`src/rtl/lbph_pkg.sv`:
```
// ----------------------------------------------------------------------------
// lbph_pkg
// Shared types, constants and tap geometry functions for the local binary
// pattern histogram unit.
// ----------------------------------------------------------------------------
`default_nettype none

package lbph_pkg;

	localparam int MAX_WIDTH_DEF = 1024;
	localparam int MAX_HEIGHT_DEF = 1024;
	localparam int RADIUS_DEF = 1;
	localparam int NEIGHBORS_DEF = 8;

	localparam int REG_W = 11;
	localparam logic [REG_W-1:0] DIM_RESET = 11'd1024;
	localparam int APB_ADDR_W = 3;
	localparam int APB_DATA_W = 32;

	localparam int COUNT_W = 20;
	localparam logic [COUNT_W-1:0] COUNT_MAX = 20'hFFFFF;
	localparam int HIST_BINS = 256;
	localparam int QUEUE_DEPTH = 4;
	localparam int MAX_TAPS = 8;

	typedef enum logic [1:0] {
		CMD_PIXEL = 2'd0,
		CMD_FLUSH = 2'd1,
		CMD_READ  = 2'd2,
		CMD_BAD   = 2'd3
	} cmd_t;

	typedef enum logic [1:0] {
		KIND_CODE   = 2'd0,
		KIND_COUNT  = 2'd1,
		KIND_REJECT = 2'd2
	} kind_t;

	typedef enum logic [1:0] {
		OP_STREAM = 2'd0,
		OP_READ   = 2'd1,
		OP_REJECT = 2'd2
	} op_kind_t;

	typedef enum logic {
		REG_WIDTH  = 1'b0,
		REG_HEIGHT = 1'b1
	} reg_idx_t;

	typedef struct packed {
		op_kind_t kind;
		logic [7:0] value;
		logic clear;
		logic emit;
		logic last;
		logic [MAX_TAPS-1:0] mask;
	} op_t;

	localparam int COS_Q16 [31] = '{
		65536, 65446, 65177, 64729, 64104, 63303, 62328, 61183,
		59870, 58393, 56756, 54963, 53020, 50931, 48703, 46341,
		43852, 41243, 38521, 35693, 32768, 29753, 26656, 23486,
		20252, 16962, 13626, 10252, 6850, 3430, 0
	};

	function automatic int cos_deg(input int deg);
		int d;
		int r;
		int sign;
		int idx;
		d = deg % 360;
		sign = 1;
		if (d <= 90) begin
			r = d;
		end else if (d <= 180) begin
			r = 180 - d;
			sign = -1;
		end else if (d < 270) begin
			r = d - 180;
			sign = -1;
		end else begin
			r = 360 - d;
		end
		idx = r / 3;
		if (idx > 30) begin
			idx = 30;
		end
		return sign * COS_Q16[idx];
	endfunction

	function automatic int tap_off(input int c, input int radius);
		int u;
		u = radius * c + radius * 65536 + 32768;
		if (u < 0) begin
			u = 0;
		end
		return (u >>> 16) - radius;
	endfunction

endpackage

`default_nettype wire

```
`src/rtl/lbph_queue.sv`:
```
// ----------------------------------------------------------------------------
// lbph_queue
// Small register queue between the classifier and the pattern engine.
// ----------------------------------------------------------------------------
`default_nettype none

module lbph_queue #(
	parameter int DATA_W = 1
) (
	input  wire logic              clk,
	input  wire logic              arst_n,
	input  wire logic              push,
	input  wire logic [DATA_W-1:0] push_data,
	output logic                   full,
	input  wire logic              pop,
	output logic [DATA_W-1:0]      pop_data,
	output logic                   empty
);
	import lbph_pkg::*;

	localparam int PTR_W = $clog2(QUEUE_DEPTH);

	logic [DATA_W-1:0] slot_q [QUEUE_DEPTH];
	logic [PTR_W-1:0] wr_q;
	logic [PTR_W-1:0] rd_q;
	logic [PTR_W:0] cnt_q;

	assign full = (cnt_q == (PTR_W+1)'(QUEUE_DEPTH));
	assign empty = (cnt_q == '0);
	assign pop_data = slot_q[rd_q];

	always_ff @(posedge clk or negedge arst_n) begin
		if (!arst_n) begin
			wr_q <= '0;
			rd_q <= '0;
			cnt_q <= '0;
		end else begin
			if (push) begin
				wr_q <= wr_q + PTR_W'(1);
			end
			if (pop) begin
				rd_q <= rd_q + PTR_W'(1);
			end
			if (push && !pop) begin
				cnt_q <= cnt_q + (PTR_W+1)'(1);
			end else if (pop && !push) begin
				cnt_q <= cnt_q - (PTR_W+1)'(1);
			end
		end
	end

	always_ff @(posedge clk) begin
		if (push) begin
			slot_q[wr_q] <= push_data;
		end
	end

endmodule

`default_nettype wire

```
`config.mk`:
```
export PLATFORM = sky130hd
export DESIGN_NAME = lbph_queue
export DESIGN_NICKNAME = d
export VERILOG_FILES = /design/src/rtl/lbph_pkg.sv /design/src/rtl/lbph_queue.sv
export SDC_FILE = /design/constraint.sdc
export NUM_CORES = 1
export LEC_CHECK = 0
export ABC_AREA = 1
export BUFFER_PORTS_ARGS = -buffer_cell sky130_fd_sc_hd__buf_4
export CORE_MARGIN = 4
export CORE_UTILIZATION = 35
export CTS_BUF_LIST = sky130_fd_sc_hd__clkbuf_8
export DETAILED_ROUTE_END_ITERATION = 12
export HOLD_SLACK_MARGIN = 0.08
export PLACE_DENSITY = 0.58
export SLEW_MARGIN = 0
export SYNTH_ARGS = -nofsm -noshare
export SYNTH_HDL_FRONTEND = slang
export SYNTH_SLANG_ARGS = --single-unit
```
`constraint.sdc`:
```
create_clock -name clk -period 1.6 [get_ports clk]
set_clock_uncertainty 0.1 [all_clocks]
set_input_delay 0.32 -clock clk [delete_from_list [all_inputs] [get_ports clk]]
set_output_delay 0.32 -clock clk [all_outputs]
set_load 0.02 [all_outputs]
```
# Word level (Yosys, flattened, before mapping)
# Memory sizes are Yosys's and may differ from the RTL's.
# Index checks and enable logic that the tools add are counted.
[classes]
add_sub_neg = 4
n_eq_ne = 1
mux = 4
n_reduce_logical = 6
[op_table]
columns = ["operator", "count"]
rows = [
  ["3-bit 2-to-1 mux", 2],
  ["2-bit by 1-bit adder with 2-bit output (second input constant)", 2],
  ["3-bit by 1-bit adder with 3-bit output (second input constant)", 1],
  ["3-bit equality test (second input constant)", 1],
  ["3-bit logical NOT", 1],
  ["3-bit by 1-bit subtractor with 3-bit output (second input constant)", 1],
  ["1-bit logical AND", 2],
  ["1-bit logical NOT", 2],
  ["1-bit 2-to-1 mux", 2],
  ["2-bit nonzero test", 1],
]
[totals]
reg_bits = 7
ram_bits = 4
input_bits = 5
output_inout_bits = 3
word_cells = 19
memories = 1
[memory_table]
columns = ["memory", "words", "width", "read_ports", "rd_ports_with_merged_regs", "wr", "line", "rtl"]
rows = [
  ["slot_q", 4, 1, 1, 0, 1, "lbph_queue.sv:23", "logic [DATA_W-1:0] slot_q [QUEUE_DEPTH];"],
]

# Longest topological paths before layout
[depth]
word_depth = 4
ltp_mapped = 9
ltp_nobuf = 9

# Worst setup path after synthesis
# OpenSTA, ideal clock, no wires.
[synth_path]
path_type = "input-to-reg"
from = "input port pop"
to = "register cnt_q[2]"
setup_ns = 0.117
t_arrival_ns = 1.162
t_required_ns = 1.383
setup_slack_ns = 0.221
path_stages = 8
path_buffers = 0
cell_sequence = "inv_1 -> ha_1 -> inv_1 -> fa_1 -> nand2_1 -> nand3_1 -> nand2_1 -> nand2_1"
[synth_between]
elab_chain_cells = 3
elab_cells_between_ends = 5
classes_between = "1 x mux; 4 x reduce/logical"
[synth_rtl]
columns = ["element", "line", "rtl"]
rows = [
  ["from (decl)", "lbph_queue.sv:15", "input wire logic pop,"],
  ["1-bit logical NOT", "lbph_queue.sv:44", "if (push && !pop) begin"],
  ["1-bit logical AND", "lbph_queue.sv:44", ""],
  ["3-bit 2-to-1 mux or 2-bit nonzero test (tied branches)", "--", ""],
  ["to (signal assigned)", "lbph_queue.sv:45", "cnt_q <= cnt_q + (PTR_W+1)'(1);"],
  ["to (signal assigned)", "lbph_queue.sv:47", "cnt_q <= cnt_q - (PTR_W+1)'(1);"],
  ["to (decl)", "lbph_queue.sv:26", "logic [PTR_W:0] cnt_q;"],
]
# Parallel ways exist; a longest one is shown, timed or not.
# A chain may end at the register's enable or synchronous reset.

# Final worst setup path
[layout_path]
from = "register rd_q[0]"
to = "output port pop_data"
[layout_between]
elab_chain_cells = 1
[layout_rtl]
columns = ["element", "line", "rtl"]
rows = [
  ["from (decl)", "lbph_queue.sv:25", "logic [PTR_W-1:0] rd_q;"],
  ["from (signal assigned)", "lbph_queue.sv:42", "rd_q <= rd_q + PTR_W'(1);"],
  ["memory read 4 x 1 bit", "--", ""],
  ["to (decl)", "lbph_queue.sv:16", "output logic [DATA_W-1:0] pop_data,"],
]
# Every way passes these cells.

==> results.md <==
- Outcome: finished, final reports clean
- Async S/R FF share, synth: between 60 and 70%
- Min-delay src: pop
- Cells on worst reg2reg path: 5
- Worst EP required: roughly 1.2 ns
- Routability-driven placement congestion ratio: 0.687
- Register bit count reported by yosys: 11
- Setup_tns: 0 ns
- Worst-path cell chain: o211ai_1, nand2_1, buf_4
- PD cells: between 1500 and 2000 nW/µm²
- Post-Place Cells: 82
- Crit-path slowest cell: dfrtp_1
- Worst setup EP type: output port
- Total Routing Usage GR: 9.19%
- Cts repair resizes: 0
- Aggregate global routing overflow: 0
- Top cell type's share of synthesized area: between 30% and 40%
- Synth warn: 0
- Period Utilization, post-route: between 90% and 100%
- Via count: ~390
- First-pass GRT wire length: between 1000 and 1500 µm
- Cells taking the most area after synthesis: dfrtp_1, edfxtp_1, ha_1, nand2_1, inv_1
- WS Path Type: reg -> out
- Final hold vios: 0
- Post-Syn Area per Cell: roughly 9.8 µm²
- Share of post-route cells with drive strength above 1: around 15%
- Dpl cell area: around 650 µm²
- Final WL: around 880 µm
- Worst slew margin: 86.7%
- Post-CTS Setup Bufs: 0
- Post-route cell area: 702 µm²
- Longest Clk Path Bufs: 2
- Latest clock arrival within the worst-skew pair: around 0.24 ns
- DIE WIDTH: ~48 µm
- Die area: ~2300 µm²
- Via-to-Cell Ratio: around 4.5
- Final #Nets: 83
- WHS: around 0.18 ns
- Layout area overhead: 23.8%
- ANT cells: 0
- Clock root buffer: clkbuf_8
- Setup violations, final: 0
- WP buf/inv: 1
- # clock sinks: 11
- Height of the die: just under 50 µm
- DRC errors left: 0
- Cells after Synth: 58
- Critical R2R Launch: cnt_q[0]
- Worst-case hold path end point: rd_q[0]
- Peak Freq: roughly 0.66 GHz
- Delay of the slowest critical-path stage: about 0.44 ns
- Initial Util: a little under two fifths
- Hold path depth: 2
- Vias in the first global route: between 300 and 400
- CP delay by family, top: flip-flops
- Worst setup SP type: register
- Ys flop type: dfrtp_1
- R2r endpoint: cnt_q[2]
- Final Critical Period: between 1.5 and 2 ns
- Hpwl dp: approximately 660 µm
- Core area: 1520 µm²
- Arr. time, crit path: between 1 and 1.5 ns
- Post-CTS Hold Buffers: 1
- Pin count of the biggest net entering global routing: 8
- IO buf count: 7
- Synth area leader: dfrtp_1
- ANT nets after route: 0
- Syn nets: slightly below 70
- Leakage power: 0.000383 µW
- RSZ-0062 raised after global routing: no
- Initial DRC count: 5
- H-tree Lvls: 1
- Drt wl/cell: around 10 µm
- Post-synth cell types: 13
- Synth top cells by count: nand2_1, inv_1, dfrtp_1
- Most frequent cell after synthesis: nand2_1
- Total power: between 1000 and 1500 µW
- Row count: 14
- Worst-path clk slew: around 0.050 ns
- Peak VDD IR: about 0.86 mV
- Io pins: 8
- Initial antenna violation count: 0
- CTS buffer count: 3
- Finished Layout Cells: 87
- Final Max Tran Viols: 0
- Worst-path fanout max: 6
- EDFF count, synth: 4
- FF-to-FF setup slack: between 0.15 and 0.2 ns
- Initial DRT Pass Iterations: 4
- Max Cap Viol: 0
- CTS tree: done
- Worst Max-Slew Pin Slew: about 0.20 ns
- Min-Delay Path Class: in -> reg
- Cell Area, Synth: roughly 570 µm²
- Register area share after synthesis: between 50% and 60%
==> worst max path at each step <==
stage | startpoint | to | depth (start not counted)
floorplan | pop | cnt_q[2] | 8
global placement | pop | cnt_q[2] | 9
detailed placement | pop | cnt_q[2] | 9
CTS | rd_q[0] | pop_data | 3
global route | rd_q[0] | pop_data | 3
finish | rd_q[0] | pop_data | 3
==> cell usage in the layout, fill, tap and decap left out <==
master         netlist  layout
nand4_1              1       1
nand3_1              1       1
nor3_1               2       2
nand2_1             16      16
buf_4                0       8
inv_1               14      15
edfxtp_1             4       4
o211ai_1             2       2
dlygate4sd3_1        0       1
clkbuf_8             0       3
xor2_1               3       3
ha_1                 5       5
fa_1                 1       1
xnor2_1              1       1
dfrtp_1              7       7
o21ai_0              1       1
==> per-stage QoR <==
step	setup WS (ns)	util [%]
global route	0.0108	46.1
global placement	0.0431	42.4
detailed placement	0.00510	42.4
finish	0.0873	46.1
CTS	0.0701	46.1
floorplan	0.221	-
==> registers in the layout (all words and copies together) (netlist names) <==
name / cells
slot_q: 4
cnt_q: 3
rd_q: 2
wr_q: 2
==> where the power goes <==
part           total, µW  leakage (µW)  switching, µW  internal, µW
Sequential           516      0.000120            110           406
Combinational        438      0.000236            240           199
Clock                270     0.0000269            102           168
Total               1220      0.000383            452           773
==> layer usage <==
| metal | GRT usage [%] | wire (µm) |
|---|---|---|
| met2 | 15.4 | 444 |
| met3 | 1.11 | 35 |
| met4 | 4.84 | 0 |
| met5 | 0 | 0 |
| met1 | 11.5 | 401 |
==> cells by family after synthesis <==
kind of cell	Yosys count	synth area share, %
adder cells (fa/ha/maj)	6	14.6
AO/OA/AOI/OAI	3	3.53
flip-flops	11	52.1
XOR/XNOR	4	6.18
buffers and inverters	14	9.27
AND/OR/NAND/NOR	20	14.3
==> final cells by class <==
type / instances / area, µm²
tap: 16 / 20.0
sequential: 11 / 295
inverter: 14 / 52.6
clock buffer: 3 / 41.3
fill: 139 / 822
multi-input combinational: 33 / 219
timing repair buffer: 9 / 70.1
clock inverter: 1 / 3.75
Note: power is estimated with default switching activity, not from simulation.
