[src/rtl/lbph_pkg.sv]
// ----------------------------------------------------------------------------
// lbph_pkg
// Shared types, constants and tap geometry functions for the local binary
// pattern histogram unit.
// ----------------------------------------------------------------------------
`default_nettype none

package lbph_pkg;

	localparam int MAX_WIDTH_DEF = 1024;
	localparam int MAX_HEIGHT_DEF = 1024;
	localparam int RADIUS_DEF = 1;
	localparam int NEIGHBORS_DEF = 8;

	localparam int REG_W = 11;
	localparam logic [REG_W-1:0] DIM_RESET = 11'd1024;
	localparam int APB_ADDR_W = 3;
	localparam int APB_DATA_W = 32;

	localparam int COUNT_W = 20;
	localparam logic [COUNT_W-1:0] COUNT_MAX = 20'hFFFFF;
	localparam int HIST_BINS = 256;
	localparam int QUEUE_DEPTH = 4;
	localparam int MAX_TAPS = 8;

	typedef enum logic [1:0] {
		CMD_PIXEL = 2'd0,
		CMD_FLUSH = 2'd1,
		CMD_READ  = 2'd2,
		CMD_BAD   = 2'd3
	} cmd_t;

	typedef enum logic [1:0] {
		KIND_CODE   = 2'd0,
		KIND_COUNT  = 2'd1,
		KIND_REJECT = 2'd2
	} kind_t;

	typedef enum logic [1:0] {
		OP_STREAM = 2'd0,
		OP_READ   = 2'd1,
		OP_REJECT = 2'd2
	} op_kind_t;

	typedef enum logic {
		REG_WIDTH  = 1'b0,
		REG_HEIGHT = 1'b1
	} reg_idx_t;

	typedef struct packed {
		op_kind_t kind;
		logic [7:0] value;
		logic clear;
		logic emit;
		logic last;
		logic [MAX_TAPS-1:0] mask;
	} op_t;

	localparam int COS_Q16 [31] = '{
		65536, 65446, 65177, 64729, 64104, 63303, 62328, 61183,
		59870, 58393, 56756, 54963, 53020, 50931, 48703, 46341,
		43852, 41243, 38521, 35693, 32768, 29753, 26656, 23486,
		20252, 16962, 13626, 10252, 6850, 3430, 0
	};

	function automatic int cos_deg(input int deg);
		int d;
		int r;
		int sign;
		int idx;
		d = deg % 360;
		sign = 1;
		if (d <= 90) begin
			r = d;
		end else if (d <= 180) begin
			r = 180 - d;
			sign = -1;
		end else if (d < 270) begin
			r = d - 180;
			sign = -1;
		end else begin
			r = 360 - d;
		end
		idx = r / 3;
		if (idx > 30) begin
			idx = 30;
		end
		return sign * COS_Q16[idx];
	endfunction

	function automatic int tap_off(input int c, input int radius);
		int u;
		u = radius * c + radius * 65536 + 32768;
		if (u < 0) begin
			u = 0;
		end
		return (u >>> 16) - radius;
	endfunction

endpackage

`default_nettype wire

[src/rtl/lbph_if.sv]
// ----------------------------------------------------------------------------
// lbph_if
// Valid/ready channels for input items and result items.
// ----------------------------------------------------------------------------
`default_nettype none

interface lbph_stream_if;
	logic valid;
	logic ready;
	logic [1:0] command;
	logic [7:0] pixel;
	logic [7:0] bin_index;
	modport source(output valid, command, pixel, bin_index, input ready);
	modport sink(input valid, command, pixel, bin_index, output ready);
endinterface


`default_nettype wire

[src/rtl/lbph_front.sv]
// ----------------------------------------------------------------------------
// lbph_front
// Register port, raster position tracking and classification of each item.
// ----------------------------------------------------------------------------
`default_nettype none

module lbph_front #(
	parameter int MAX_WIDTH = lbph_pkg::MAX_WIDTH_DEF,
	parameter int MAX_HEIGHT = lbph_pkg::MAX_HEIGHT_DEF,
	parameter int RADIUS = lbph_pkg::RADIUS_DEF,
	parameter int NEIGHBORS = lbph_pkg::NEIGHBORS_DEF,
	localparam int COL_W = $clog2(MAX_WIDTH)
) (
	input  wire logic                            clk,
	input  wire logic                            arst_n,
	input  wire logic                            psel,
	input  wire logic                            penable,
	input  wire logic                            pwrite,
	input  wire logic [lbph_pkg::APB_ADDR_W-1:0] paddr,
	input  wire logic [lbph_pkg::APB_DATA_W-1:0] pwdata,
	output logic [lbph_pkg::APB_DATA_W-1:0]      prdata,
	output logic                                 pready,
	lbph_stream_if.sink                          stream,
	input  wire logic                            queue_full,
	output logic                                 push,
	output lbph_pkg::op_t                        push_op,
	output logic [COL_W-1:0]                     push_col
);
	import lbph_pkg::*;

	localparam int DIM_W = $clog2(MAX_WIDTH + 1);
	localparam int HDIM_W = $clog2(MAX_HEIGHT + 1);
	localparam int ROW_W = $clog2(MAX_HEIGHT + RADIUS + 2);
	localparam int CROW_W = $clog2(MAX_HEIGHT);
	localparam int LAG_W = $clog2(RADIUS * MAX_WIDTH + RADIUS + 1);
	localparam int STEP = 360 / NEIGHBORS;

	logic [REG_W-1:0] width_q;
	logic [REG_W-1:0] height_q;
	logic [COL_W-1:0] scol_q;
	logic [ROW_W-1:0] srow_q;
	logic done_q;
	logic [LAG_W-1:0] cnt_q;
	logic [COL_W-1:0] ccol_q;
	logic [CROW_W-1:0] crow_q;

	logic [DIM_W-1:0] w_eff;
	logic [HDIM_W-1:0] h_eff;
	logic [LAG_W-1:0] lag_val;
	logic cfg_wr;
	logic acc;
	cmd_t cmd;
	logic is_read;
	logic is_reject;
	logic is_stream;
	logic emit;
	logic last;
	logic scol_last;
	logic srow_last;
	logic ccol_last;
	logic crow_last;
	logic [MAX_TAPS-1:0] mask_c;

	always_comb begin
		if (width_q == '0) begin
			w_eff = DIM_W'(1);
		end else if (int'(width_q) > MAX_WIDTH) begin
			w_eff = DIM_W'(MAX_WIDTH);
		end else begin
			w_eff = DIM_W'(width_q);
		end
		if (height_q == '0) begin
			h_eff = HDIM_W'(1);
		end else if (int'(height_q) > MAX_HEIGHT) begin
			h_eff = HDIM_W'(MAX_HEIGHT);
		end else begin
			h_eff = HDIM_W'(height_q);
		end
	end

	assign lag_val = LAG_W'(int'(w_eff) * RADIUS + RADIUS);

	assign pready = 1'b1;
	assign cfg_wr = psel && penable && pwrite;

	always_comb begin
		case (reg_idx_t'(paddr[2]))
			REG_WIDTH: prdata = APB_DATA_W'(width_q);
			REG_HEIGHT: prdata = APB_DATA_W'(height_q);
			default: prdata = '0;
		endcase
	end

	assign stream.ready = !queue_full;
	assign acc = stream.valid && !queue_full;
	assign cmd = cmd_t'(stream.command);

	assign is_read = (cmd == CMD_READ);
	assign is_reject = (cmd == CMD_BAD) || (cmd == CMD_PIXEL && done_q)
		|| (cmd == CMD_FLUSH && !done_q);
	assign is_stream = !is_read && !is_reject;

	assign scol_last = (DIM_W'(scol_q) == w_eff - DIM_W'(1));
	assign srow_last = (srow_q == ROW_W'(h_eff) - ROW_W'(1));
	assign ccol_last = (DIM_W'(ccol_q) == w_eff - DIM_W'(1));
	assign crow_last = (HDIM_W'(crow_q) == h_eff - HDIM_W'(1));
	assign emit = (cnt_q == lag_val);
	assign last = emit && ccol_last && crow_last;

	for (genvar h = 0; h < MAX_TAPS; h++) begin : g_mask
		if (h < NEIGHBORS) begin : g_tap
			localparam int DR = tap_off(cos_deg(h * STEP), RADIUS);
			localparam int DC = tap_off(cos_deg(h * STEP + 270), RADIUS);
			assign mask_c[h] = (int'(crow_q) + DR >= 0) && (int'(crow_q) + DR < int'(h_eff))
				&& (int'(ccol_q) + DC >= 0) && (int'(ccol_q) + DC < int'(w_eff));
		end else begin : g_none
			assign mask_c[h] = 1'b0;
		end
	end

	always_comb begin
		push_op.kind = is_read ? OP_READ : (is_reject ? OP_REJECT : OP_STREAM);
		push_op.value = is_read ? stream.bin_index
			: ((cmd == CMD_PIXEL) ? stream.pixel : 8'd0);
		push_op.clear = is_stream && (cmd == CMD_PIXEL) && (srow_q == '0) && (scol_q == '0);
		push_op.emit = is_stream && emit;
		push_op.last = is_stream && last;
		push_op.mask = mask_c;
	end

	assign push = acc;
	assign push_col = scol_q;

	always_ff @(posedge clk or negedge arst_n) begin
		if (!arst_n) begin
			width_q <= DIM_RESET;
			height_q <= DIM_RESET;
			scol_q <= '0;
			srow_q <= '0;
			done_q <= 1'b0;
			cnt_q <= '0;
			ccol_q <= '0;
			crow_q <= '0;
		end else if (cfg_wr) begin
			case (reg_idx_t'(paddr[2]))
				REG_WIDTH: width_q <= pwdata[REG_W-1:0];
				REG_HEIGHT: height_q <= pwdata[REG_W-1:0];
				default: width_q <= width_q;
			endcase
			scol_q <= '0;
			srow_q <= '0;
			done_q <= 1'b0;
			cnt_q <= '0;
			ccol_q <= '0;
			crow_q <= '0;
		end else if (acc && is_stream) begin
			if (cmd == CMD_PIXEL && srow_last && scol_last) begin
				done_q <= 1'b1;
			end
			if (scol_last) begin
				scol_q <= '0;
				srow_q <= srow_q + ROW_W'(1);
			end else begin
				scol_q <= scol_q + COL_W'(1);
			end
			if (!emit) begin
				cnt_q <= cnt_q + LAG_W'(1);
			end else if (ccol_last) begin
				ccol_q <= '0;
				crow_q <= crow_q + CROW_W'(1);
			end else begin
				ccol_q <= ccol_q + COL_W'(1);
			end
			if (last) begin
				scol_q <= '0;
				srow_q <= '0;
				done_q <= 1'b0;
				cnt_q <= '0;
				ccol_q <= '0;
				crow_q <= '0;
			end
		end
	end

	// The first pixel of a frame never completes a pattern.
	a_clear_no_emit: assert property (@(posedge clk) disable iff (!arst_n)
		acc && push_op.clear |-> !push_op.emit)
		else $error("frame start item also emits a code");

	a_done_by_pixel: assert property (@(posedge clk) disable iff (!arst_n)
		$rose(done_q) |-> $past(acc && cmd == CMD_PIXEL && !cfg_wr))
		else $error("frame end flag set without an accepted pixel");

endmodule

`default_nettype wire

[src/flat_wrapper.sv]
// flat-port wrapper written by rule: the top's interface ports become plain ports
module lbph_front_flat import lbph_pkg::*;
#(
	parameter int MAX_WIDTH = lbph_pkg::MAX_WIDTH_DEF,
	parameter int MAX_HEIGHT = lbph_pkg::MAX_HEIGHT_DEF,
	parameter int RADIUS = lbph_pkg::RADIUS_DEF,
	parameter int NEIGHBORS = lbph_pkg::NEIGHBORS_DEF,
	localparam int COL_W = $clog2(MAX_WIDTH)
)
  (clk, arst_n, psel, penable, pwrite, paddr, pwdata, prdata, pready, queue_full, push, push_op, push_col, stream_valid, stream_command, stream_pixel, stream_bin_index, stream_ready);
  lbph_stream_if stream_i ();
  input  wire logic clk;
  input  wire logic arst_n;
  input  wire logic psel;
  input  wire logic penable;
  input  wire logic pwrite;
  input  wire logic [lbph_pkg::APB_ADDR_W-1:0] paddr;
  input  wire logic [lbph_pkg::APB_DATA_W-1:0] pwdata;
  output logic [lbph_pkg::APB_DATA_W-1:0] prdata;
  output logic pready;
  input  wire logic queue_full;
  output logic push;
  output lbph_pkg::op_t push_op;
  output logic [COL_W-1:0] push_col;
  input wire logic [$bits(stream_i.valid)-1:0] stream_valid;
  input wire logic [$bits(stream_i.command)-1:0] stream_command;
  input wire logic [$bits(stream_i.pixel)-1:0] stream_pixel;
  input wire logic [$bits(stream_i.bin_index)-1:0] stream_bin_index;
  output wire logic [$bits(stream_i.ready)-1:0] stream_ready;
  assign stream_i.valid = stream_valid;
  assign stream_i.command = stream_command;
  assign stream_i.pixel = stream_pixel;
  assign stream_i.bin_index = stream_bin_index;
  assign stream_ready = stream_i.ready;
  lbph_front #(.MAX_WIDTH(MAX_WIDTH), .MAX_HEIGHT(MAX_HEIGHT), .RADIUS(RADIUS), .NEIGHBORS(NEIGHBORS)) u_core (.clk(clk), .arst_n(arst_n), .psel(psel), .penable(penable), .pwrite(pwrite), .paddr(paddr), .pwdata(pwdata), .prdata(prdata), .pready(pready), .stream(stream_i), .queue_full(queue_full), .push(push), .push_op(push_op), .push_col(push_col));
endmodule
[config.mk]
export PLATFORM = sky130hd
export DESIGN_NAME = lbph_front_flat
export DESIGN_NICKNAME = d
export VERILOG_FILES = /design/src/rtl/lbph_pkg.sv /design/src/rtl/lbph_if.sv /design/src/rtl/lbph_front.sv /design/src/flat_wrapper.sv
export SDC_FILE = /design/constraint.sdc
export NUM_CORES = 1
export LEC_CHECK = 0
export BUFFER_PORTS_ARGS = -buffer_cell sky130_fd_sc_hd__buf_2
export CAP_MARGIN = 20
export CORE_MARGIN = 2
export CORE_UTILIZATION = 53
export DETAILED_ROUTE_END_ITERATION = 6
export GPL_ROUTABILITY_DRIVEN = 1
export PLACE_DENSITY = 0.85
export SLEW_MARGIN = 10
export SYNTH_ARGS = -nofsm -noshare
export SYNTH_HDL_FRONTEND = slang
export SYNTH_SLANG_ARGS = --single-unit
[constraint.sdc]
create_clock -name clk -period 4.5 [get_ports clk]
set_input_delay 0.9 -clock clk [delete_from_list [all_inputs] [get_ports clk]]
set_output_delay 0.9 -clock clk [all_outputs]
set_load 0.05 [all_outputs]
* Yosys cells after proc, flatten, opt, wreduce, memory -nomap -nowiden *
Index checks and enable logic that the tools add are counted.

cells by class
  add/subtract/negate cells = 12
  multipliers = 0
  divide/modulo/power cells = 0
  order comparisons = 14
  eq/ne operators = 9
  shift operators = 0
  mux-type cells = 35
  bitwise logic cells = 1
  reduce and logical (&&, ||, !) cells = 58

operator list
  operator               number
  $mux 10                14
  $mux 11                12
  $ge 32x1->1 const B    4
  $lt 32x12->1           4
  $pmux 32 s2            1
  $logic_and 1x1->1      35
  $add 11x1->11 const B  3
  $eq 10x11->1           3
  $logic_not 11->1       3
  $add 10x1->10 const B  3
  $add 11x1->12 const B  2
  $add 10x1->11 const B  2
  $eq 11x11->1           2
  $gt 11x11->1 const B   2
  $lt 10x11->1           2
  $sub 11x1->11 const B  2
  $ge 10x1->1 const B    2
  $mux 8                 2
  $reduce_and 2->1       6
  $reduce_bool 3->1      4
  $logic_not 10->1       1
  $eq 2x2->1 const B     2
  $logic_not 1->1        4
  $mux 1                 4
  8 further kinds        10

word-level totals
  register bits after elaboration = 75
  bits in latches = 0
  bits in writable memories = 0
  memory bits (read-only) = 0
  output and inout bits = 66
  memories kept = 0

* Longest topological paths before layout *
Gate-level depths: netlist of the first run.

  word-level depth = 11
  depth in mapped cells = 19
  mapped depth without buffers = 14

* Worst setup path before layout of the first run *
OpenSTA, ideal clock, no wires.

  kind = register to output
  start = register u_core.width_q[4]
  end = output port push_op[8] in the netlist's numbering
  arrival = 4.271 ns
  required time = 3.600 ns
  path slack = -0.671 ns
  cell stages (with the launch flop) = 16
  cells stage by stage = dfrtp_1 > clkbuf_1 > nor4_1 > clkbuf_1 > a31oi_1 > nor2_1 > ha_1 > and4b_1 > nand3_1 > xor2_1 > nor4_1 > nand4_1 > or2_2 > clkbuf_1 > nor2_1 > and2_1

RTL lines
  element                 line                text
  from (decl)             lbph_front.sv:38    logic [REG_W-1:0] width_q;
  from (signal assigned)  lbph_front.sv:146   REG_WIDTH: width_q <= pwdata[REG_W-1:0];
  from (signal assigned)  lbph_front.sv:148   default: width_q <= width_q;
  to (decl)               flat_wrapper.sv:23  output lbph_pkg::op_t push_op;

==> metrics.md, run 1 <==
| Metric | Value |
|---|---|
| Clock Skew | 0.00793 ns |
| Diode count | 0 |
| Routability congestion estimate | 0.949 |
| Final net count | 1205 |
| Maxcap violations | 0 |
| Gr ovfl total | 0 |
| Hpwl dp | 17100 um |
| Vias in the first global route | 7292 |
| Prevailing post-synth register cell | dfrtp_1 |
| Syn Inst Count | 1017 |
| Area delta synth->final | 12.2% |
| Commonest non-fill, non-tap cell in the layout | nor2_1 |
| Initial core utilization | 0.541 |
| Total Neg Setup Slack | 0 ns |
| Fin Hold WS | 0.568 ns |
| Critical path arrival | 3.53 ns |
| Fraction of layout cells with a size suffix above 1 | 0.203 |
| Pwr/cell area | 367 mW/mm2 |
| HP Class | reg -> reg |
| Kind of end point of the critical path | output pin |
| Pwr Total | 3.37 mW |
| Crit path launch type | register |
| Total CTS buffers | 9 |
| WP data required | 3.60 ns |
| Row count | 45 |
| Later-pin clock latency in the skew report | 0.35 ns |
| Final worst path period need | 4.43 ns |
| Max-slew violations | 0 |
| Run status | finished, final reports clean |
| Clock sink total | 75 |
| ANT nets after route | 0 |
| Clock Pin Slew Worst Setup and Hold Paths | 0.06 ns |
| Initial DRT Pass Iterations | 5 |
| VDD IR max | 0.284 mV |
| Tot GR Track Use | 0.278 |
| Root buffer cell | clkbuf_16 |
| Commonest non-fill, non-tap cells in the layout | nor2_1, nand2_1, buf_2 |
| Crit path kind | reg -> out |
| Async SR Flop Fraction | 1.00 |
| Vias per inst | 6.21 |
| Depth of the CTS H-tree | 3 |
| Final wirelength | 22800 um |
| Placed insts | 1247 |
| LEAKAGE | 3.98 nW |
| Syn_area_per_cell | 8.05 um2 |
| Clock buffer depth | 2 |
| CTS tree | yes |
| RSZ-0062 raised after global routing | true |
| Antenna violations before repair | 0 |
| DR vias | 7850 |
| Worst slew pin tran | 0.989 ns |
| First-pass GRT wire length | 36600 um |
| Die ar. | 0.0165 mm2 |
| Fillers | 1270 |
| Ys Warns | 0 |
| Final Hold Vio Count | 0 |
| Sequential share of the synthesized area | 0.229 |
| Max FO, Critical Path | 9 |
| Slew Limit Headroom | 0.341 |
| Routed len/inst | 18.0 um |
| Setup violators final | 0 |
| I/O pins | 126 |
| Synthesized flop and latch total | 75 |
| DR iter-0 viols | 734 |
| Mapped cell area | 0.00819 mm2 |
| Post-synth cell types | 80 |
| Die H | 128 um |
| Drc violations | 0 |
| Final setup margin | 0.0660 ns |
| Number of synthesized flops with an enable pin | 0 |
| Core area | 0.0151 mm2 |
| Pin count of the biggest net entering global routing | 76 |
| Pre-CTS WS | 0.149 ns |
| Final Cycle Share | 0.985 |
| Chip Width | 128 um |
| Max Clock Freq | 226 MHz |
| Reg2reg setup slack | 0.45 ns |
| Input/output buffers | 80 |
| Non-filler cells, final | 1264 |
[power breakdown]
| group | total [mW] | switching, mW | internal [mW] |
|---|---|---|---|
| clock network | 0.857 | 0.299 | 0.557 |
| registers | 0.835 | 0.0938 | 0.741 |
| logic | 1.68 | 1.05 | 0.628 |
[critical path: stages (launching register included)]
cell,delay [ns]
dfrtp_2,0.44
nor3_1,0.09
a31oi_1,0.21
nor2_2,0.07
inv_1,0.10
ha_4,0.16
or4b_2,0.58
o211ai_1,0.16
xnor2_1,0.19
nand4b_1,0.14
nand4bb_1,0.25
nor4_2,0.30
buf_4,0.16
and2_4,0.13
buf_4,0.18
[Yosys cell counts, types with 12 or more instances]
| cell type | number | area (um2) |
|---|---|---|
| o21ai_0 | 32 | 160 |
| ha_1 | 74 | 926 |
| nor2_1 | 101 | 379 |
| or3_1 | 15 | 93.8 |
| nor3_1 | 32 | 160 |
| xnor2_1 | 50 | 438 |
| nand2_1 | 83 | 312 |
| a21oi_1 | 31 | 155 |
| inv_1 | 30 | 113 |
| mux2_2 | 30 | 338 |
| buf_4 | 23 | 173 |
| nand3_1 | 47 | 235 |
| nand2b_1 | 21 | 131 |
| mux2i_1 | 12 | 120 |
| nor4_1 | 21 | 131 |
| o21a_1 | 29 | 218 |
| nor2b_1 | 12 | 75.1 |
| dfrtp_1 | 73 | 1830 |
| or2_2 | 14 | 87.6 |
| xor2_1 | 35 | 307 |
| clkbuf_1 | 65 | 244 |
[stage by stage]
step | instance area, um2 | utilization
after CTS | 9120 | 0.602
after detailed placement | 8740 | 0.577
after global routing | 9190 | 0.607
final | 9190 | 0.607
after global placement | 8740 | 0.577
after floorplan | 8280 | -
[sequential cells by signal, summed over array words and instances (netlist names)]
| register | cells |
|---|---|
| u_core.cnt_q | 11 |
| u_core.height_q | 11 |
| u_core.crow_q | 10 |
| u_core.width_q | 11 |
| u_core.push_col | 10 |
| u_core.srow_q | 11 |
| u_core.ccol_q | 10 |
| u_core.done_q | 1 |
[final cells by class]
| cell class | count | area [um2] | area share |
|---|---|---|---|
| Clock buffer | 10 | 239 | 0.0260 |
| Clock inverter | 6 | 113 | 0.0123 |
| Inverter | 32 | 120 | 0.0131 |
| Multi-Input combinational cell | 832 | 5890 | 0.641 |
| Sequential cell | 75 | 1880 | 0.205 |
| Tap cell | 188 | 235 | 0.0256 |
| Timing Repair Buffer | 121 | 713 | 0.0776 |
[routing by layer]
layer	global-route usage	routed length, um	vias to the layer above
met5	0	0	-
met4	0.114	728	0
met3	0.0492	1400	70
met2	0.472	11300	327
met1	0.351	9320	3741
li1	-	-	3712
[kinds of logic (layout without fill, tap and decap cells)]
kind of cell    count (synthesis)  count (layout)  synth area share
xor+xnor                       86              86            0.0936
fa+ha+maj                      74              74             0.113
buf+inv                       130             169            0.0724
flops                          75              75             0.229
compound gates                183             183             0.160
mux                            44              44            0.0600
other cells                     2              22          0.000917
simple gates                  423             423             0.271
[timing repair]
item	CTS	global route
gates resized for setup	5	14
setup buffers	0	1
setup endpoints to repair	1	6
hold buffers	0	0
pin swaps	0	4
[final timing paths]
kind,start,end,depth (start not counted)
worst min register to register,u_core.done_q,u_core.done_q,1
worst max register to register,u_core.width_q[7],u_core.srow_q[3],12
max in group asynchronous,arst_n,u_core.height_q[0],1
min in group asynchronous,arst_n,u_core.ccol_q[8],1
worst min-delay path,u_core.done_q,u_core.done_q,1
worst max-delay path,u_core.height_q[2],push_op[8],14
Power figures use the tool's default switching activity.
==> run 2, diff against run 1 <==
--- a/config.mk
+++ b/config.mk
@@ -5,13 +5,14 @@
 export SDC_FILE = /design/constraint.sdc
 export NUM_CORES = 1
 export LEC_CHECK = 0
-export BUFFER_PORTS_ARGS = -buffer_cell sky130_fd_sc_hd__buf_2
+export ABC_AREA = 1
 export CAP_MARGIN = 20
 export CORE_MARGIN = 2
-export CORE_UTILIZATION = 53
+export CORE_UTILIZATION = 60
 export DETAILED_ROUTE_END_ITERATION = 6
+export DONT_BUFFER_PORTS = 1
 export GPL_ROUTABILITY_DRIVEN = 1
-export PLACE_DENSITY = 0.85
+export PLACE_DENSITY_LB_ADDON = 0.15
 export SLEW_MARGIN = 10
 export SYNTH_ARGS = -nofsm -noshare
 export SYNTH_HDL_FRONTEND = slang
==> run 2 against run 1 <==
Count of clock-buffer cells in the layout rose by 1. Total power rose by 7.9%. Final cell count rose by 10%. Synthesized area fell by 2.2%. Critical path type unchanged. Largest power group unchanged. Largest cell class unchanged. Core utilization rose by 5.2 points. Sequential cell count did not move.
==> metrics.md, run 2 <==
| Metric | Value |
|---|---|
| Run status | finished, final reports clean (unchanged) |
| LEAKAGE | 4.65 nW (was 3.98 nW) |
| Fin Hold WS | 0.231 ns (was 0.568 ns) |
| Crit path kind | reg -> out (unchanged) |
| Worst Reg2Reg Path Length in Cells | 22 (was 12) |
| Most common cell in the netlist | nand2_1 (was nor2_1) |
| ANT nets after route | 0 (unchanged) |
| Clock sink total | 75 (unchanged) |
| DR iter-0 viols | 675 (was 734) |
| Prevailing post-synth register cell | dfrtp_1 (unchanged) |
| Pwr/cell area | 421 mW/mm2 (was 367 mW/mm2) |
| Die ar. | 0.0143 mm2 (was 0.0165 mm2) |
| Setup violators final | 0 (unchanged) |
| I/O pins | 126 (unchanged) |
| Fraction of layout cells with a size suffix above 1 | 0.0906 (was 0.203) |
| Final wirelength | 22000 um (was 22800 um) |
| Final instance area | 0.00865 mm2 (was 0.00919 mm2) |
| Area leader, netlist | dfrtp_1 (unchanged) |
| Critical path arrival | 3.44 ns (was 3.53 ns) |
| Gr ovfl total | 0 (unchanged) |
| CTS tree | yes (unchanged) |
| Tot GR Track Use | 0.317 (was 0.278) |
| Crit path launch type | register (unchanged) |
| Root buffer cell | clkbuf_16 (unchanged) |
| Clock buffer depth | 2 (unchanged) |
| Clock Skew | 0.0113 ns (was 0.00793 ns) |
| HP Class | in -> async (was reg -> reg) |
| Die H | 120 um (was 128 um) |
| Max FO, Critical Path | 6 (was 9) |
| VDD IR max | 0.353 mV (was 0.284 mV) |
| Vias in the first global route | 7199 (was 7292) |
| Async SR Flop Fraction | 1.00 (unchanged) |
| Reg2reg setup slack | 0.86 ns (was 0.45 ns) |
| Pin count of the biggest net entering global routing | 76 (unchanged) |
| Vias per inst | 5.66 (was 6.21) |
| Initial DRT Pass Iterations | 5 (unchanged) |
| Worst slew pin tran | 1.05 ns (was 0.989 ns) |
| Later-pin clock latency in the skew report | 0.36 ns (was 0.35 ns) |
| Synth top area share | 0.228 (was 0.223) |
| Commonest non-fill, non-tap cells in the layout | nand2_1, inv_1, nand3_1 (was nor2_1, nand2_1, buf_2) |
| Number of synthesized flops with an enable pin | 0 (unchanged) |
| Antenna violations before repair | 0 (unchanged) |
| Syn Inst Count | 1194 (was 1017) |
| Max-slew violations | 0 (unchanged) |
| Routability congestion estimate | 0.949 (about the same) |
| Synth cell count leaders | nand2_1, inv_1, nand3_1 (was nor2_1, nand2_1, ha_1) |
| Max Clock Freq | 230 MHz (was 226 MHz) |
| Row count | 42 (was 45) |
| Hpwl dp | 16800 um (was 17100 um) |
| WP data required | 3.60 ns (about the same) |
| Cell Area, Placed | 0.00821 mm2 (was 0.00874 mm2) |
| First-pass GRT wire length | 36200 um (was 36600 um) |
| Post-synth cell types | 49 (was 80) |
| Cts hold-fix bufs | 0 (unchanged) |
| Total CTS buffers | 9 (unchanged) |
| Chip Width | 120 um (was 128 um) |
| Reg-to-reg endpoint | u_core.crow_q[1] (was u_core.srow_q[3]) |
| Ys Warns | 0 (unchanged) |
| Initial core utilization | 0.610 (was 0.541) |
| Mapped cell area | 0.00801 mm2 (was 0.00819 mm2) |
| Input/output buffers | 0 (was 80) |
| Commonest non-fill, non-tap cell in the layout | nand2_1 (was nor2_1) |
| Depth of the CTS H-tree | 3 (unchanged) |
| Core area | 0.0131 mm2 (was 0.0151 mm2) |
| Diode count | 0 (unchanged) |
| Drc violations | 0 (unchanged) |
| Sequential share of the synthesized area | 0.235 (was 0.229) |
| Pwr Total | 3.64 mW (was 3.37 mW) |
| Clock Pin Slew Worst Setup and Hold Paths | 0.07 ns (was 0.06 ns) |
| Top cells by area, synth | dfrtp_1, nand2_1, ha_1 (was dfrtp_1, ha_1, xnor2_1) |
| Slew Limit Headroom | 0.297 (was 0.341) |
| Routed len/inst | 15.8 um (was 18.0 um) |
| Maxcap violations | 0 (unchanged) |
| Final worst path period need | 4.34 ns (was 4.43 ns) |
| DR vias | 7863 (was 7850) |
| Area delta synth->final | 8.01% (was 12.2%) |
| Final net count | 1343 (was 1205) |
| Synthesized flop and latch total | 75 (unchanged) |
| Final Cycle Share | 0.965 (was 0.985) |
| Pre-CTS WS | 0.363 ns (was 0.149 ns) |
| Final setup margin | 0.156 ns (was 0.0660 ns) |
| Final core area utilization | 0.659 (was 0.607) |
| Kind of end point of the critical path | output pin (unchanged) |
| Final Hold Vio Count | 0 (unchanged) |
| Critical register-to-register path startpoint | u_core.width_q[5] (was u_core.width_q[7]) |
| Syn_area_per_cell | 6.71 um2 (was 8.05 um2) |
run 2: cell types whose count changed in the layout (fill, tap and decap cells not counted), sizes merged, moves of 31 or more:
cell / previous run / this run
mux2: 31 / 0
inv: 30 / 154
buf: 121 / 42
nand2: 83 / 318
nand4: 10 / 46
xnor2: 50 / 6
nand3: 47 / 118
run 2: how the worst max path moves through the flow:
stage / slack (ns) / endpoint / start / depth (start not counted)
after global placement: 0.43 / push_op[7] / u_core.width_q[9] / 17
final: 0.16 / push_op[6] / u_core.width_q[5] / 16
after CTS: 0.02 / push_op[7] / u_core.width_q[9] / 14
after detailed placement: 0.36 / push_op[4] / u_core.width_q[9] / 17
after global routing: -0.008 / push_op[6] / u_core.width_q[5] / 14
after floorplan: 0.13 / push_op[8] / u_core.width_q[3] / 17
run 2: report_power, final:
part	internal, mW	switching (mW)
clock	0.491	0.328
combinational	0.626	1.26
sequential	0.755	0.183
total	1.87	1.77
run 2: final cells by class:
class	instances	area [um2]
clock inverter	5	86.3
sequential	75	1880
inverter	155	584
clock buffer	11	233
tap	176	220
fill	1183	4480
timing repair buffer	42	330
multi-input combinational	926	5320
run 2: kinds of logic (layout without fill, tap and decap cells):
family,after synthesis,in the layout,share of synthesized area
flip-flops,75,75,0.235
AO/OA/AOI/OAI,129,129,0.0993
adder cells (fa/ha/maj),74,74,0.116
AND/OR/NAND/NOR,631,631,0.354
XOR/XNOR,70,70,0.0765
buffers and inverters,213,213,0.119
other,2,22,0.000937
run 2: critical path, stage by stage (launching register included):
cell and delay (ns):
dfrtp_1 0.39, nor2_2 0.16, nand3_2 0.13, o21bai_4 0.28, buf_4 0.18, nand2_2 0.10
ha_1 0.31, a21oi_1 0.13, o21ai_0 0.12, nand4_1 0.09, o211ai_1 0.11, a21o_1 0.17
a21o_1 0.15, a211oi_2 0.23, nor2_2 0.10, nor3_2 0.23, buf_6 0.19
run 2: what timing repair did:
item / 4_1_cts / 5_1_grt
resized for setup: 1 / 22
buffers inserted: 0 / 7
pin swaps: 0 / 4
setup endpoints to repair: 2 / 8
run 2: through the flow:
stage          setup TNS, ns  cells
2_1_floorplan              0   1214
3_3_place_gp               0   1367
3_5_place_dp               0   1367
4_1_cts                    0   1383
5_1_grt             -0.00838   1390
6_report                   0   1390
run 2: metal layers:
metal	vias up	track usage	wire (um)
li1	3916	-	-
met1	3586	0.448	9960
met2	320	0.485	9820
met3	41	0.0756	1780
met4	0	0.0868	472
met5	-	0	0
